$ cat src/hw/rtl/cbor_enc_pkg.sv
`timescale 1ns / 1ps
`default_nettype none
package cbor_enc_pkg;

   // Request command codes.
   localparam logic [3:0] CMD_NULL   = 4'd0;
   localparam logic [3:0] CMD_UNDEF  = 4'd1;
   localparam logic [3:0] CMD_BOOL   = 4'd2;
   localparam logic [3:0] CMD_UINT   = 4'd3;
   localparam logic [3:0] CMD_NEGINT = 4'd4;
   localparam logic [3:0] CMD_DOUBLE = 4'd5;
   localparam logic [3:0] CMD_TEXT   = 4'd6;
   localparam logic [3:0] CMD_BYTES  = 4'd7;
   localparam logic [3:0] CMD_ARRAY  = 4'd8;
   localparam logic [3:0] CMD_MAP    = 4'd9;
   localparam logic [3:0] CMD_RAW    = 4'd10;

   // Major types, already placed in the top three bits of the head byte.
   localparam logic [7:0] MT_UINT  = 8'h00;
   localparam logic [7:0] MT_NEG   = 8'h20;
   localparam logic [7:0] MT_BYTES = 8'h40;
   localparam logic [7:0] MT_TEXT  = 8'h60;
   localparam logic [7:0] MT_ARRAY = 8'h80;
   localparam logic [7:0] MT_MAP   = 8'ha0;

   // Simple values and float heads.
   localparam logic [7:0] SIMPLE_FALSE = 8'hf4;
   localparam logic [7:0] SIMPLE_TRUE  = 8'hf5;
   localparam logic [7:0] SIMPLE_NULL  = 8'hf6;
   localparam logic [7:0] SIMPLE_UNDEF = 8'hf7;
   localparam logic [7:0] HEAD_HALF    = 8'hf9;
   localparam logic [7:0] HEAD_SINGLE  = 8'hfa;
   localparam logic [7:0] HEAD_DOUBLE  = 8'hfb;

   // Additional-information codes for 1, 2, 4 and 8 argument bytes.
   localparam logic [4:0] AI_ONE   = 5'd24;
   localparam logic [4:0] AI_TWO   = 5'd25;
   localparam logic [4:0] AI_FOUR  = 5'd26;
   localparam logic [4:0] AI_EIGHT = 5'd27;

   // Queue between the classifier and the serializer.
   localparam int QUEUE_AW    = 2;
   localparam int QUEUE_DEPTH = 1 << QUEUE_AW;

   typedef struct packed {
      logic [3:0]  command;
      logic [63:0] value;
   } req_type;

   typedef struct packed {
      logic [7:0] out_byte;
      logic       last_byte;
   } rsp_type;

   // One classified element: the head byte, then arg_len argument bytes taken
   // from the top of arg downward.
   typedef struct packed {
      logic [7:0]  head;
      logic [63:0] arg;
      logic [3:0]  arg_len;
   } elem_type;

endpackage
`default_nettype wire

$ cat src/hw/rtl/cbor_enc_front.sv
`timescale 1ns / 1ps
`default_nettype none
module cbor_enc_front import cbor_enc_pkg::*; (
   input  wire logic     push,
   output logic          full,
   input  wire req_type  req_data,
   input  wire logic     q_full,
   output logic          q_push,
   output elem_type      q_data
);

   // Shortest head form for a major type and a 64-bit argument.
   function automatic elem_type make_head(logic [7:0] major, logic [63:0] arg);
      elem_type e;
      e = '0;
      if (arg[63:5] == '0 && arg[4:0] < AI_ONE) begin
         e.head = major | {3'b000, arg[4:0]};
      end else if (arg[63:8] == '0) begin
         e.head    = major | {3'b000, AI_ONE};
         e.arg     = {arg[7:0], 56'd0};
         e.arg_len = 4'd1;
      end else if (arg[63:16] == '0) begin
         e.head    = major | {3'b000, AI_TWO};
         e.arg     = {arg[15:0], 48'd0};
         e.arg_len = 4'd2;
      end else if (arg[63:32] == '0) begin
         e.head    = major | {3'b000, AI_FOUR};
         e.arg     = {arg[31:0], 32'd0};
         e.arg_len = 4'd4;
      end else begin
         e.head    = major | {3'b000, AI_EIGHT};
         e.arg     = arg;
         e.arg_len = 4'd8;
      end
      return e;
   endfunction

   logic        d_sign;
   logic [10:0] d_exp;
   logic [51:0] d_man;
   logic        d_nan;
   logic [10:0] e_adj;
   logic [22:0] sub_sig;
   logic [4:0]  sub_sh;
   logic        f_ok;
   logic [31:0] f_bits;
   logic [7:0]  f_exp;
   logic [22:0] f_man;
   logic [7:0]  h_exp_adj;
   logic [4:0]  h_sh;
   logic [23:0] h_sig;
   logic [23:0] h_shifted;
   logic        h_ok;
   logic [15:0] h_bits;
   elem_type    dbl_elem;
   elem_type    elem;
   logic        cmd_ok;

   assign d_sign = req_data.value[63];
   assign d_exp  = req_data.value[62:52];
   assign d_man  = req_data.value[51:0];
   assign d_nan  = (d_exp == 11'h7ff) && (d_man != '0);

   // Double to single, exact only.
   assign e_adj   = d_exp - 11'd896;
   assign sub_sig = {1'b1, d_man[51:30]};
   assign sub_sh  = 5'(11'd896 - d_exp);

   always_comb begin
      f_ok   = 1'b0;
      f_bits = {d_sign, 31'd0};
      if (d_exp == '0 && d_man == '0) begin
         f_ok = 1'b1;
      end else if (d_exp == 11'h7ff) begin
         f_ok   = 1'b1;
         f_bits = {d_sign, 8'hff, 23'd0};
      end else if (d_exp >= 11'd897 && d_exp <= 11'd1150) begin
         f_ok   = (d_man[28:0] == '0);
         f_bits = {d_sign, e_adj[7:0], d_man[51:29]};
      end else if (d_exp >= 11'd874 && d_exp <= 11'd896) begin
         // The double lands among the single denormals.
         f_ok   = (d_man[29:0] == '0) && ((sub_sig & ~(23'h7fffff << sub_sh)) == '0);
         f_bits = {d_sign, 8'd0, sub_sig >> sub_sh};
      end
   end

   // Single to half, exact only.
   assign f_exp     = f_bits[30:23];
   assign f_man     = f_bits[22:0];
   assign h_exp_adj = f_exp - 8'd112;
   assign h_sh      = 5'(8'd126 - f_exp);
   assign h_sig     = {1'b1, f_man};
   assign h_shifted = h_sig >> h_sh;

   always_comb begin
      h_ok   = 1'b0;
      h_bits = {f_bits[31], 15'd0};
      if (f_bits[12:0] != '0) begin
         h_ok = 1'b0;
      end else if (f_exp == '0 && f_man == '0) begin
         h_ok = 1'b1;
      end else if (f_exp >= 8'd113 && f_exp <= 8'd142) begin
         h_ok   = 1'b1;
         h_bits = {f_bits[31], h_exp_adj[4:0], f_man[22:13]};
      end else if (f_exp >= 8'd103 && f_exp <= 8'd112) begin
         h_ok   = ((f_man & ~(23'h7fffff << h_sh)) == '0);
         h_bits = {f_bits[31], h_shifted[14:0]};
      end else if (f_exp == 8'hff && f_man == '0) begin
         h_ok   = 1'b1;
         h_bits = {f_bits[31], 15'h7c00};
      end
   end

   always_comb begin
      dbl_elem = '0;
      if (d_nan) begin
         dbl_elem.head    = HEAD_HALF;
         dbl_elem.arg     = {16'h7e00, 48'd0};
         dbl_elem.arg_len = 4'd2;
      end else if (!f_ok) begin
         dbl_elem.head    = HEAD_DOUBLE;
         dbl_elem.arg     = req_data.value;
         dbl_elem.arg_len = 4'd8;
      end else if (h_ok) begin
         dbl_elem.head    = HEAD_HALF;
         dbl_elem.arg     = {h_bits, 48'd0};
         dbl_elem.arg_len = 4'd2;
      end else begin
         dbl_elem.head    = HEAD_SINGLE;
         dbl_elem.arg     = {f_bits, 32'd0};
         dbl_elem.arg_len = 4'd4;
      end
   end

   always_comb begin
      elem   = '0;
      cmd_ok = 1'b1;
      unique case (req_data.command)
         CMD_NULL:   elem.head = SIMPLE_NULL;
         CMD_UNDEF:  elem.head = SIMPLE_UNDEF;
         CMD_BOOL:   elem.head = req_data.value[0] ? SIMPLE_TRUE : SIMPLE_FALSE;
         CMD_UINT:   elem = make_head(MT_UINT, req_data.value);
         // A zero magnitude wraps to all ones, which is the argument of -2^64.
         CMD_NEGINT: elem = make_head(MT_NEG, req_data.value - 64'd1);
         CMD_DOUBLE: elem = dbl_elem;
         CMD_TEXT:   elem = make_head(MT_TEXT, req_data.value);
         CMD_BYTES:  elem = make_head(MT_BYTES, req_data.value);
         CMD_ARRAY:  elem = make_head(MT_ARRAY, req_data.value);
         CMD_MAP:    elem = make_head(MT_MAP, req_data.value);
         CMD_RAW:    elem.head = req_data.value[7:0];
         default:    cmd_ok = 1'b0;
      endcase
   end

   assign full   = q_full;
   assign q_push = push && !q_full && cmd_ok;
   assign q_data = elem;

endmodule
`default_nettype wire

$ cat src/hw/rtl/cbor_enc_queue.sv
`timescale 1ns / 1ps
`default_nettype none
module cbor_enc_queue import cbor_enc_pkg::*; (
   input  wire logic     clock,
   input  wire logic     reset,
   input  wire logic     wr_en,
   input  wire elem_type wr_data,
   output logic          full,
   input  wire logic     rd_en,
   output elem_type      rd_data,
   output logic          empty
);

   elem_type              slot_ff [QUEUE_DEPTH];
   logic [QUEUE_AW-1:0]   wr_ptr_ff, wr_ptr_in;
   logic [QUEUE_AW-1:0]   rd_ptr_ff, rd_ptr_in;
   logic [QUEUE_AW:0]     count_ff, count_in;

   assign full    = (count_ff == (QUEUE_AW + 1)'(QUEUE_DEPTH));
   assign empty   = (count_ff == '0);
   assign rd_data = slot_ff[rd_ptr_ff];

   always_comb begin
      wr_ptr_in = wr_ptr_ff + QUEUE_AW'(wr_en);
      rd_ptr_in = rd_ptr_ff + QUEUE_AW'(rd_en);
      count_in  = count_ff + (QUEUE_AW + 1)'(wr_en) - (QUEUE_AW + 1)'(rd_en);
   end

   always_ff @(posedge clock) begin
      if (reset) begin
         wr_ptr_ff <= '0;
         rd_ptr_ff <= '0;
         count_ff  <= '0;
      end else begin
         wr_ptr_ff <= wr_ptr_in;
         rd_ptr_ff <= rd_ptr_in;
         count_ff  <= count_in;
      end
   end

   always_ff @(posedge clock) begin
      if (wr_en) begin
         slot_ff[wr_ptr_ff] <= wr_data;
      end
   end

endmodule
`default_nettype wire

$ cat src/hw/rtl/cbor_enc_back.sv
`timescale 1ns / 1ps
`default_nettype none
module cbor_enc_back import cbor_enc_pkg::*; (
   input  wire logic     clock,
   input  wire logic     reset,
   input  wire logic     q_empty,
   input  wire elem_type q_data,
   output logic          q_pop,
   output logic          empty,
   input  wire logic     pop,
   output rsp_type       rsp_data
);

   logic [3:0]  rem_ff, rem_in;
   logic [63:0] shift_ff, shift_in;
   logic        out_valid_ff, out_valid_in;
   rsp_type     out_ff, out_in;
   logic        advance;

   // The output register takes a new byte when it is free or being drained.
   assign advance = !out_valid_ff || pop;
   assign q_pop   = advance && (rem_ff == '0) && !q_empty;

   always_comb begin
      rem_in       = rem_ff;
      shift_in     = shift_ff;
      out_valid_in = out_valid_ff;
      out_in       = out_ff;
      if (advance) begin
         if (rem_ff != '0) begin
            out_in.out_byte  = shift_ff[63:56];
            out_in.last_byte = (rem_ff == 4'd1);
            shift_in         = {shift_ff[55:0], 8'd0};
            rem_in           = rem_ff - 4'd1;
            out_valid_in     = 1'b1;
         end else if (!q_empty) begin
            out_in.out_byte  = q_data.head;
            out_in.last_byte = (q_data.arg_len == '0);
            shift_in         = q_data.arg;
            rem_in           = q_data.arg_len;
            out_valid_in     = 1'b1;
         end else begin
            out_valid_in = 1'b0;
         end
      end
   end

   always_ff @(posedge clock) begin
      if (reset) begin
         rem_ff       <= '0;
         out_valid_ff <= 1'b0;
      end else begin
         rem_ff       <= rem_in;
         out_valid_ff <= out_valid_in;
      end
   end

   always_ff @(posedge clock) begin
      shift_ff <= shift_in;
      out_ff   <= out_in;
   end

   assign empty    = !out_valid_ff;
   assign rsp_data = out_ff;

`ifndef SYNTH
   // Bytes still owed for an element imply a byte of it is on display.
   a_rem_has_output: assert property (@(posedge clock) disable iff (reset)
      rem_ff != '0 |-> out_valid_ff) else $error("argument bytes pending with no output");

   // A shown byte that is not last must have more bytes behind it.
   a_not_last_has_more: assert property (@(posedge clock) disable iff (reset)
      (out_valid_ff && !out_ff.last_byte) |-> rem_ff != '0)
      else $error("element ended without a last byte");

   // No new element starts while the current one still has bytes to send.
   a_pop_only_between: assert property (@(posedge clock) disable iff (reset)
      q_pop |-> (rem_ff == '0 && !q_empty)) else $error("queue read out of turn");

   a_rem_range: assert property (@(posedge clock) disable iff (reset)
      rem_ff <= 4'd8) else $error("argument byte count out of range");
`endif

endmodule
`default_nettype wire

$ cat src/hw/rtl/cbor_data_item_head_encoder.sv
`timescale 1ns / 1ps
// A request's head byte is written into the queue and then into the output register before
// it reaches the result ports. Throughput: one result byte per cycle while pop is high and
// bytes are waiting; a request yields 1 + n bytes, n being 0, 1, 2, 4 or 8 argument bytes.
// A four-entry queue takes one request per cycle until it fills. Reset is synchronous and
// active high; it empties the queue and the output register; no other state needs clearing.
`default_nettype none
module cbor_data_item_head_encoder import cbor_enc_pkg::*; (
   input  wire logic    clock,
   input  wire logic    reset,
   input  wire logic    push,
   output logic         full,
   input  wire req_type req_data,
   output logic         empty,
   input  wire logic    pop,
   output rsp_type      rsp_data
);

   // The front end classifies each request in the cycle it is pushed: it
   // picks the head byte, the number of argument bytes and the argument,
   // already aligned so that the first byte to send sits in the top byte.
   // Doubles are narrowed to single or half precision here when exact.
   // Commands without meaning are accepted and dropped, producing no bytes.
   logic     q_push;
   elem_type q_wr_data;
   logic     q_full;
   logic     q_pop;
   elem_type q_rd_data;
   logic     q_empty;

   cbor_enc_front u_front (
      .push     (push),
      .full     (full),
      .req_data (req_data),
      .q_full   (q_full),
      .q_push   (q_push),
      .q_data   (q_wr_data)
   );

   // The queue decouples classification from serialization, so a long
   // head such as an eight-byte integer does not stall the request side
   // until the queue fills.
   cbor_enc_queue u_queue (
      .clock   (clock),
      .reset   (reset),
      .wr_en   (q_push),
      .wr_data (q_wr_data),
      .full    (q_full),
      .rd_en   (q_pop),
      .rd_data (q_rd_data),
      .empty   (q_empty)
   );

   // The back end shifts out the head and argument bytes one per cycle while pop
   // is high, through an output register, and marks the final byte of each element.
   // It fetches the next element in the same cycle the previous element's
   // last byte is handed over, so back-to-back elements leave no bubbles.
   cbor_enc_back u_back (
      .clock    (clock),
      .reset    (reset),
      .q_empty  (q_empty),
      .q_data   (q_rd_data),
      .q_pop    (q_pop),
      .empty    (empty),
      .pop      (pop),
      .rsp_data (rsp_data)
   );

endmodule
`default_nettype wire

$ cat config.mk
export PLATFORM = sky130hd
export DESIGN_NAME = cbor_data_item_head_encoder
export DESIGN_NICKNAME = d
export VERILOG_FILES = /design/src/hw/rtl/cbor_enc_pkg.sv /design/src/hw/rtl/cbor_enc_front.sv /design/src/hw/rtl/cbor_enc_queue.sv /design/src/hw/rtl/cbor_enc_back.sv /design/src/hw/rtl/cbor_data_item_head_encoder.sv
export SDC_FILE = /design/constraint.sdc
export NUM_CORES = 1
export LEC_CHECK = 0
export ABC_AREA = 1
export BUFFER_PORTS_ARGS = -buffer_cell sky130_fd_sc_hd__buf_2
export CORE_ASPECT_RATIO = 0.5
export CORE_MARGIN = 8
export CORE_UTILIZATION = 50
export DETAILED_ROUTE_END_ITERATION = 10
export GPL_TIMING_DRIVEN = 0
export PLACE_DENSITY_LB_ADDON = 0.12
export SETUP_SLACK_MARGIN = 0.5
export SLEW_MARGIN = 20
export SYNTH_ARGS = -nofsm -noshare
export SYNTH_HDL_FRONTEND = slang
export SYNTH_HIERARCHICAL = 1
export SYNTH_SLANG_ARGS = --single-unit
$ cat constraint.sdc
create_clock -name clock -period 13 [get_ports clock]
set_input_delay 0 -clock clock [delete_from_list [all_inputs] [get_ports clock]]
set_output_delay 0 -clock clock [all_outputs]
set_load 0.01 [all_outputs]
==> run metrics <==
Num CTS Buffers=39; TritonCTS clock tree=yes; async set-reset flop share out of synthesis=0%; Yosys cell types=73; CORE AREA=51,800 um^2; CTS sink count=389; final worst slack=7.88 ns; Max Slew Vio Count=0; Worst path most repeated cell=nand2_1; pin count of the biggest net entering global routing=50; clk buf depth=3; nets@finish=3,363; max cap viols=0; Setup Skew=0.0183 ns; TritonRoute pass-1 iters=6; Fin Setup TNS=0 ns; GP Congestion=1.07; Most used DFF post-synth=edfxtp_1; XOR/XNOR Fraction of Synth Area=2.44%; Final Hold Viols=0; Gate power share=37.4%; Root Driver=clkbuf_16; number of flops mapped to enable cells by yosys=377; Reg clk slew, reported paths=0.06 ns; Worst setup SP type=input port; Int Pwr=3.02 mW; Die H=178 um; status=finished, final reports clean; Clock power frac=24.2%; routed wire length per instance=25.6 um; synthesized area per cell=8.39 um^2; Slowest-stage cell, CP=buf_1; post-synthesis adder-cell area fraction=1.08%; sequential share of power=38.4%; PwrDens=159 nW/um^2; peak supply drop=0.154 mV; post-place setup slack=7.64 ns; unrepaired setup endpoints after global routing=no; FF-to-FF path depth=9; die area=60,300 um^2; CP max stage delay=0.61 ns; Mapped Area=26,100 um^2; Synth Area in Simple Gates=24.4%; drt initial violations=3,280; GR Overflow Total=0; compound-gate portion of the synthesized area=14.4%; Syn Nets=3,209; DIE WIDTH=339 um; via-per-instance ratio=6.02; sw frac=34.8%; Post-DRT Antenna Nets=0; Syn Inst Count=3,115; WHS Path Cells=3; gr usage total=32.6%; layout cells sized above 1=17.0%; CTS H-tree lvls=2; vias in the first global route=22,300; initial antenna violation count=1; # DRC=0; Hold WC Path Type=in2reg; FP Rows=59; synthesis warning total=6; CP max FO=12; clk_lat worst skew=0.53 ns; total routed wirelength=102,000 um; sequential area share after synthesis=44.2%; mux contribution to synthesized area=3.48%; via count=24,100; Max-slew headroom=26.7%; Tcrit/Tclk final=39.4%; starting density of the core=50.4%; Arr. time, crit path=5.27 ns; Synth Register Bits=389; area delta synth->final=11.2%; Detailed Place HPWL=79,700 um; I/O pin total=83; Setup Viol. Count Final=0; switching pwr=1.61 mW; largest family of logic cells by synthesized area=simple AND/OR/NAND/NOR gates; Static Leakage=11.9 nW; Fmax=195 MHz; Period minus WS final=5.12 ns; first-pass GRT wire length=147,000 um; crit path capture type=flip-flop; worst-margin pin slew=1.10 ns; WP data required=13.15 ns; crit path kind=in2reg; IO Port Bufs=69
## area by class of cell
type | count | area (um^2)
Fill cell | 4867 | 22700
Multi-Input combinational cell | 2136 | 12000
Sequential cell | 389 | 11600
Inverter | 451 | 1710
Clock buffer | 47 | 1030
Buffer | 139 | 923
Tap cell | 701 | 877
Timing Repair Buffer | 113 | 738
Clock inverter | 22 | 258
Antenna cell | 1 | 2.50
## stage by stage
step | util, % | total power, mW | hold slack, ns | cell area (um^2) | cells
4_1_cts | 56.1 | 4.63 | 0.0286 | 29100 | 3998
2_1_floorplan | - | 2.96 | 0.0667 | 26100 | 3115
3_5_place_dp | 53.6 | 3.51 | 0.314 | 27800 | 3927
5_1_grt | 56.1 | 4.82 | 0.0575 | 29100 | 3998
3_3_place_gp | 52.8 | 3.48 | 0.301 | 27400 | 3885
6_report | 56.1 | 4.63 | 0.0472 | 29100 | 3999
## power groups by stage
stage | clock network, mW | logic [mW] | registers, mW
3_5_place_dp | 0 | 1.71 | 1.80
4_1_cts | 1.13 | 1.72 | 1.78
6_report | 1.12 | 1.73 | 1.78
3_3_place_gp | 0 | 1.65 | 1.83
5_1_grt | 1.18 | 1.85 | 1.79
2_1_floorplan | 0 | 1.16 | 1.79
## synthesized netlist by cell type, drive strengths merged, types with 21 or more instances
cell / count / area, um^2
edfxtp: 377 / 11300
nor4: 29 / 188
ha: 21 / 263
o21ai: 229 / 1150
buf: 105 / 785
nand3: 205 / 1070
mux2: 64 / 871
nor3: 52 / 314
nor2: 266 / 1170
o211ai: 100 / 951
inv: 442 / 1670
a21oi: 133 / 816
clkbuf: 34 / 139
nand2: 759 / 2970
o22ai: 58 / 369
xor2: 59 / 603
nand4: 68 / 453
## state kept, by name (all words and copies together) (netlist names)
register and cells:
u_queue/slot_ff 304, u_back/rsp_data 9, u_back/shift_ff 64, u_back/out_valid_ff 1, u_queue/wr_ptr_ff 2, u_queue/count_ff 3
u_back/rem_ff 4, u_queue/rd_ptr_ff 2
## kinds of logic after synthesis
| logic type | Yosys count |
|---|---|
| compound gates | 577 |
| flops | 389 |
| xor+xnor | 63 |
| simple gates | 1406 |
| fa+ha+maj | 22 |
| buf+inv | 590 |
| mux | 68 |
## final timing paths
check	from	end	slack [ns]
setup reg to reg	u_queue/count_ff[1]$_SDFF_PP0_	u_queue/slot_ff[1][54]$_DFFE_PP_	9.86
setup / recovery	req_data[52]	u_queue/slot_ff[2][37]$_DFFE_PP_	7.88
hold reg to reg	u_back/rem_ff[2]$_SDFFE_PP0P_	u_back/rem_ff[2]$_SDFFE_PP0P_	0.53
hold / removal	req_data[27]	u_queue/slot_ff[1][31]$_DFFE_PP_	0.05
## placed cells by master, fill, tap and decap left out, types with 60 or more instances in the layout
cell type	Yosys	layout
a21oi_1	93	92
buf_2	50	119
edfxtp_1	377	377
inv_1	408	407
nand2_1	729	729
nand3_1	197	197
nand4_1	65	65
nor2_1	232	232
o211ai_1	60	60
o21ai_0	137	137
o21ai_1	92	92
## per-layer routing
layer / track usage (%) / up-vias / part of all wire (%)
met4: 13.7 / 2 / 4.7
met5: 0 / - / 0.018
met3: 6.66 / 264 / 11
met2: 49.0 / 1439 / 42
li1: - / 10900 / -
met1: 45.8 / 11500 / 42
## what timing repair did
action	in CTS	in global routing
hold buffers	2	0
buffers inserted	0	0
gates resized for setup	0	0
endpoints found under the hold margin	12	0
## critical path, delay by kind of cell
family,cells,cell delay (ns)
buffers and inverters,10,2.11
adders and majority gates,2,0.58
and+or+nand+nor,20,2.55
(Power assumes the default switching activity.)
